### config.mk
export PLATFORM = sky130hd
export DESIGN_NAME = ikm_qmul
export DESIGN_NICKNAME = d
export VERILOG_FILES = /design/src/rtl/ikm_pkg.sv /design/src/rtl/ikm_qmul.sv
export SDC_FILE = /design/constraint.sdc
export NUM_CORES = 2
export LEC_CHECK = 0
export BUFFER_PORTS_ARGS = -buffer_cell sky130_fd_sc_hd__buf_2
export CAP_MARGIN = 25
export CORE_ASPECT_RATIO = 1.2
export CORE_MARGIN = 2
export CORE_UTILIZATION = 62
export CTS_CLUSTER_SIZE = 24
export DETAILED_ROUTE_END_ITERATION = 10
export PLACE_DENSITY = 0.78
export SLEW_MARGIN = 0
export SYNTH_ARGS = -nofsm -noshare
export SYNTH_HDL_FRONTEND = slang
export SYNTH_SLANG_ARGS = --single-unit
### constraint.sdc
create_clock -name clk_i -period 0.8 [get_ports clk_i]
set_input_delay 0.16 -clock clk_i [delete_from_list [all_inputs] [get_ports clk_i]]
set_output_delay 0.16 -clock clk_i [all_outputs]
set_load 0.02 [all_outputs]
### src/rtl/ikm_pkg.sv
`timescale 1ns / 1ps
// shared constants, types and helper functions of the ikeda map iterator
package ikm_pkg;

  localparam int WORD_BITS    = 32;
  localparam int FRAC_BITS    = 24;
  localparam int CORDIC_STEPS = 24;
  localparam int ANG_FRAC     = 60;
  localparam int STEP_W       = $clog2(CORDIC_STEPS);
  localparam int CNT_W        = $clog2(WORD_BITS) + 1;
  // quotient of |theta| by two pi stays below 2^MOD_STEPS
  localparam int MOD_STEPS    = 5;
  localparam int MOD_SH_W     = $clog2(MOD_STEPS);
  localparam int CFG_W        = 2;

  localparam logic signed [WORD_BITS-1:0] MAXV = {1'b0, {(WORD_BITS-1){1'b1}}};
  localparam logic signed [WORD_BITS-1:0] MINV = {1'b1, {(WORD_BITS-1){1'b0}}};
  localparam logic signed [WORD_BITS-1:0] ONEV = WORD_BITS'(1) << FRAC_BITS;

  localparam logic [63:0]        PI61    = 64'h6487ED5110B4611A;
  localparam logic signed [63:0] PI60    = signed'(PI61 >> 1);
  localparam logic signed [63:0] HALF_PI = signed'(PI61 >> 2);
  localparam logic signed [63:0] KGAIN60 = 64'sd700114967507363826;
  localparam logic [WORD_BITS-1:0] TWO_PI = WORD_BITS'(PI61 >> (ANG_FRAC - FRAC_BITS));

  localparam logic signed [WORD_BITS-1:0] A_RST = 32'sd14260634;
  localparam logic signed [WORD_BITS-1:0] B_RST = 32'sd15099494;
  localparam logic signed [WORD_BITS-1:0] K_RST = 32'sd6710886;
  localparam logic signed [WORD_BITS-1:0] P_RST = 32'sd129184563;

  localparam logic [CFG_W-1:0] CFG_OFFSET_A = 2'd0;
  localparam logic [CFG_W-1:0] CFG_GAIN_B   = 2'd1;
  localparam logic [CFG_W-1:0] CFG_PHASE_K  = 2'd2;
  localparam logic [CFG_W-1:0] CFG_PHASE_P  = 2'd3;

  typedef struct packed {
    logic signed [WORD_BITS-1:0] val;
    logic                        sat;
  } sres_t;

  typedef logic [CORDIC_STEPS-1:0][63:0] atan_tbl_t;

  // clip a widened sum to the word limits
  function automatic sres_t clip(input logic signed [WORD_BITS+1:0] v);
    sres_t r;
    if (v > (WORD_BITS+2)'(MAXV)) begin
      r.val = MAXV;
      r.sat = 1'b1;
    end else if (v < (WORD_BITS+2)'(MINV)) begin
      r.val = MINV;
      r.sat = 1'b1;
    end else begin
      r.val = WORD_BITS'(v);
      r.sat = 1'b0;
    end
    return r;
  endfunction

  function automatic logic [63:0] atan_term(input int i, input int n);
    if (i * n > ANG_FRAC) return '0;
    return 64'd1 << (ANG_FRAC - i * n);
  endfunction

  // atan(2^-i) at 60 fraction bits: pi/4 for i of zero, else the truncated taylor series
  function automatic atan_tbl_t atan_table();
    atan_tbl_t t;
    for (int i = 0; i < CORDIC_STEPS; i++) begin
      if (i == 0) begin
        t[i] = PI61 >> 3;
      end else begin
        t[i] = atan_term(i, 1) - atan_term(i, 3) / 3 + atan_term(i, 5) / 5
             - atan_term(i, 7) / 7 + atan_term(i, 9) / 9 - atan_term(i, 11) / 11
             + atan_term(i, 13) / 13 - atan_term(i, 15) / 15 + atan_term(i, 17) / 17
             - atan_term(i, 19) / 19 + atan_term(i, 21) / 21 - atan_term(i, 23) / 23
             + atan_term(i, 25) / 25 - atan_term(i, 27) / 27 + atan_term(i, 29) / 29
             - atan_term(i, 31) / 31 + atan_term(i, 33) / 33 - atan_term(i, 35) / 35
             + atan_term(i, 37) / 37 - atan_term(i, 39) / 39 + atan_term(i, 41) / 41
             - atan_term(i, 43) / 43 + atan_term(i, 45) / 45 - atan_term(i, 47) / 47
             + atan_term(i, 49) / 49 - atan_term(i, 51) / 51 + atan_term(i, 53) / 53
             - atan_term(i, 55) / 55 + atan_term(i, 57) / 57 - atan_term(i, 59) / 59;
      end
    end
    return t;
  endfunction

endpackage

### src/rtl/ikm_qmul.sv
`timescale 1ns / 1ps
// registered saturating fixed-point multiplier, truncating toward zero
module ikm_qmul (
  input  logic                                clk_i,
  input  logic                                rst_ni,
  input  logic                                en_i,
  input  logic signed [ikm_pkg::WORD_BITS-1:0] a_i,
  input  logic signed [ikm_pkg::WORD_BITS-1:0] b_i,
  output logic signed [ikm_pkg::WORD_BITS-1:0] p_o,
  output logic                                sat_o,
  output logic                                vld_o
);
  import ikm_pkg::*;

  logic                        neg;
  logic [WORD_BITS-1:0]        ua, ub;
  logic [2*WORD_BITS-1:0]      prod;
  logic [2*WORD_BITS-FRAC_BITS-1:0] rlo, limit;
  logic signed [WORD_BITS-1:0] p_d, p_q;
  logic                        sat_d, sat_q, vld_q;

  always_comb begin
    neg   = a_i[WORD_BITS-1] ^ b_i[WORD_BITS-1];
    ua    = a_i[WORD_BITS-1] ? WORD_BITS'(-a_i) : WORD_BITS'(a_i);
    ub    = b_i[WORD_BITS-1] ? WORD_BITS'(-b_i) : WORD_BITS'(b_i);
    prod  = (2*WORD_BITS)'(ua) * (2*WORD_BITS)'(ub);
    rlo   = prod[2*WORD_BITS-1:FRAC_BITS];
    limit = neg ? (2*WORD_BITS-FRAC_BITS)'(MAXV) + 1'b1
                : (2*WORD_BITS-FRAC_BITS)'(MAXV);
    sat_d = rlo > limit;
    if (sat_d) begin
      p_d = neg ? MINV : MAXV;
    end else begin
      p_d = neg ? -signed'(rlo[WORD_BITS-1:0]) : signed'(rlo[WORD_BITS-1:0]);
    end
  end

  always_ff @(posedge clk_i) begin
    if (en_i) begin
      p_q   <= p_d;
      sat_q <= sat_d;
    end
  end

  always_ff @(posedge clk_i or negedge rst_ni) begin
    if (!rst_ni) begin
      vld_q <= 1'b0;
    end else begin
      vld_q <= en_i;
    end
  end

  assign p_o   = p_q;
  assign sat_o = sat_q;
  assign vld_o = vld_q;

endmodule

==> results_dict.tcl <==
set metrics [dict create \
    status "finished, violations left" \
    violations "negative setup slack" \
    port_buffers 100 \
    endpoint_kind "flop" \
    drc 0 \
    required_ns 0.83 \
    hold_viol 0 \
    firstDrtPassIters 7 \
    synth.distinct_cells 90 \
    grt_max_degree 35 \
    start_util_pct 62.9 \
    clk_pin_slew_worst_paths_ns 0.06 \
    ant_nets 0 \
    final_cell_mix "buf_4 (895), inv_1 (878), fa_1 (859)" \
    setup_viol 67 \
    via_per_inst 6.05 \
    io_pins 101 \
    synth_area_um2 36900 \
    rsz0062_at_grt "yes" \
    min_path_type "input port to asynchronous set/reset pin" \
    start_kind "input port" \
    crit_buf_inv 11 \
    grt_pass1_vias 38700 \
    dieArea_um2 61500 \
    synth_top_area_share_pct 48.6 \
    dieHeight_um 271 \
    maxCapViolCount 0 \
    cts.path.max_buffers 2 \
    antenna_found_initial 7 \
    period_share_pct 1440 \
    synth_cells 4304 \
    cts_num_sinks 34 \
    drt-initial-drc-count 3834 \
    synth-main-ff-cell "edfxtp_1" \
    grt_overflow_total 0 \
    place_congestion 1.02 \
    cts_made_buffers 5 \
    tritoncts "yes" \
    ys_seq_area_share_pct 2.75 \
    cp_max_fo 7 \
    fillers 3325 \
    dpl.hpwl_um 113000 \
    layout_setup_ws_ns -10.68 \
    core-area_um2 58600 \
    row_count 97 \
    maxSlewViolCount 0 \
    routed_wirelength_um 140000 \
    areaGrowthSynthToFinish_pct 31.8 \
    fin_crit_ns 11.48 \
    cts_root_buf "clkbuf_16" \
    synth_edf_count 33 \
    synth_nets 5561 \
    path_class "input port to flop" \
    arrival_ns 11.52 \
    grt_pass1_wl_um 209000 \
    num_vias 36400 \
    wl_per_cell_um 23.2 \
    dieWidth_um 227 \
    drive_gt1_share_pct 28.5 \
    final_nets 6480 \
    avgSynthCellArea_um2 8.57 \
    async_flop_share_pct 2.94 \
    relSlewSlack_pct 51.5 \
    ys_ff_latch 34 \
    slowest_delay_ns 0.64 \
    fin_util_pct 82.9 \
    yosys_warnings 0 \
    layout_commonest_cell "buf_4" \
    tightest_slew_ns 0.721 \
    synth.top_cells.by_area "fa_1 (49%), ha_1 (10%), inv_1 (9.1%)" \
    crit_path_top_delay_cell "fa_2" \
    yosysTopAreaCell "fa_1" \
    grt_usage_pct 45.1 \
    crit_family "adder cells" \
    h-tree-depth 2 \
    timing.fmax_ghz 0.0871 \
]
## layer usage
metal  vias to the layer above  track usage [%]  part of all wire (%)
met3                      1008             10.2                    11
met4                         4             36.4                    12
met1                     17800             52.5                    31
met2                      2665             71.8                    46
met5                         -                0                 0.015
li1                      14900                -                     -
## stage by stage
| step | hold slack [ns] | TNS, ns | setup slack, ns | instances | cell area, um^2 |
|---|---|---|---|---|---|
| 2_1_floorplan | -0.136 | -337.01 | -10.35 | 4304 | 37400 |
| 3_3_place_gp | -0.0644 | -360.93 | -11.06 | 5899 | 45600 |
| 3_5_place_dp | -0.0632 | -366.80 | -11.22 | 5899 | 45600 |
| 4_1_cts | 0.174 | -345.47 | -10.38 | 5959 | 47100 |
| 5_1_grt | 0.191 | -364.76 | -11.00 | 6017 | 48600 |
| 6_report | 0.174 | -354.80 | -10.68 | 6020 | 48600 |
## logic make-up (layout without fill, tap and decap cells)
group | after synthesis | in the layout | share of synthesized area [%]
multiplexers | 18 | 18 | 0.499
adder cells (fa/ha/maj) | 1190 | 1190 | 58.6
buffers and inverters | 1093 | 2012 | 11.2
AO/OA/AOI/OAI | 387 | 387 | 7.20
other | 0 | 4 | 0
AND/OR/NAND/NOR | 1448 | 1449 | 16.6
XOR/XNOR | 134 | 134 | 3.18
flip-flops | 34 | 34 | 2.75
## flip-flops by register name, summed over array words and instances, names as in the netlist
| signal | flops |
|---|---|
| vld_o | 1 |
| p_o | 32 |
| sat_o | 1 |
## area by class of cell
cell class              instances  area, um^2  area share, %
well taps                     792         991           2.04
inverters                     901        3400           7.00
repair inverters                1        7.51         0.0154
diodes                          4        10.0         0.0206
repair buffers               1102        9090           18.7
clock buffers                   6         129          0.265
clock inverters                 2        13.8         0.0283
flip-flops and latches         34        1020           2.09
multi-input cells            3178       33900           69.8
## path summary, 6_finish.rpt
| kind | from | endpoint | slack (ns) | depth (start not counted) |
|---|---|---|---|---|
| min in group clk_i | en_i | vld_o | 0.24 | 2 |
| worst min-delay path | rst_ni | vld_o | 0.17 | 2 |
| max in group asynchronous | rst_ni | vld_o | 0.54 | 2 |
| worst max-delay path | b_i[7] | p_o[20] | -10.68 | 47 |
## Yosys cell counts (all sizes together), types with 14 or more instances
| library cell | n |
|---|---|
| o31ai | 15 |
| nand3 | 31 |
| o211ai | 15 |
| a21o | 33 |
| fa | 895 |
| and3 | 19 |
| nor2 | 607 |
| a21oi | 97 |
| a31oi | 14 |
| mux2i | 15 |
| xnor2 | 70 |
| nor4 | 16 |
| nand2 | 590 |
| inv | 900 |
| edfxtp | 33 |
| clkbuf | 182 |
| ha | 295 |
| nand4 | 31 |
| or3 | 22 |
| o21a | 16 |
| and2 | 25 |
| nor3 | 39 |
| or4 | 16 |
| a211oi | 17 |
| xor2 | 64 |
| o21ai | 73 |
## repair_timing
action | in CTS | in global routing
hold buffers | 1 | 0
buffers inserted | 49 | 58
endpoints found under the hold margin | 1 | 0
pin swaps | 71 | 86
cloned | 2 | 1
gates resized for setup | 249 | 218
setup endpoints to repair | 67 | 67
Power is left out: the tool's default activity adds up to more than one toggle a clock period on the data nets, which glitch-free logic cannot reach.
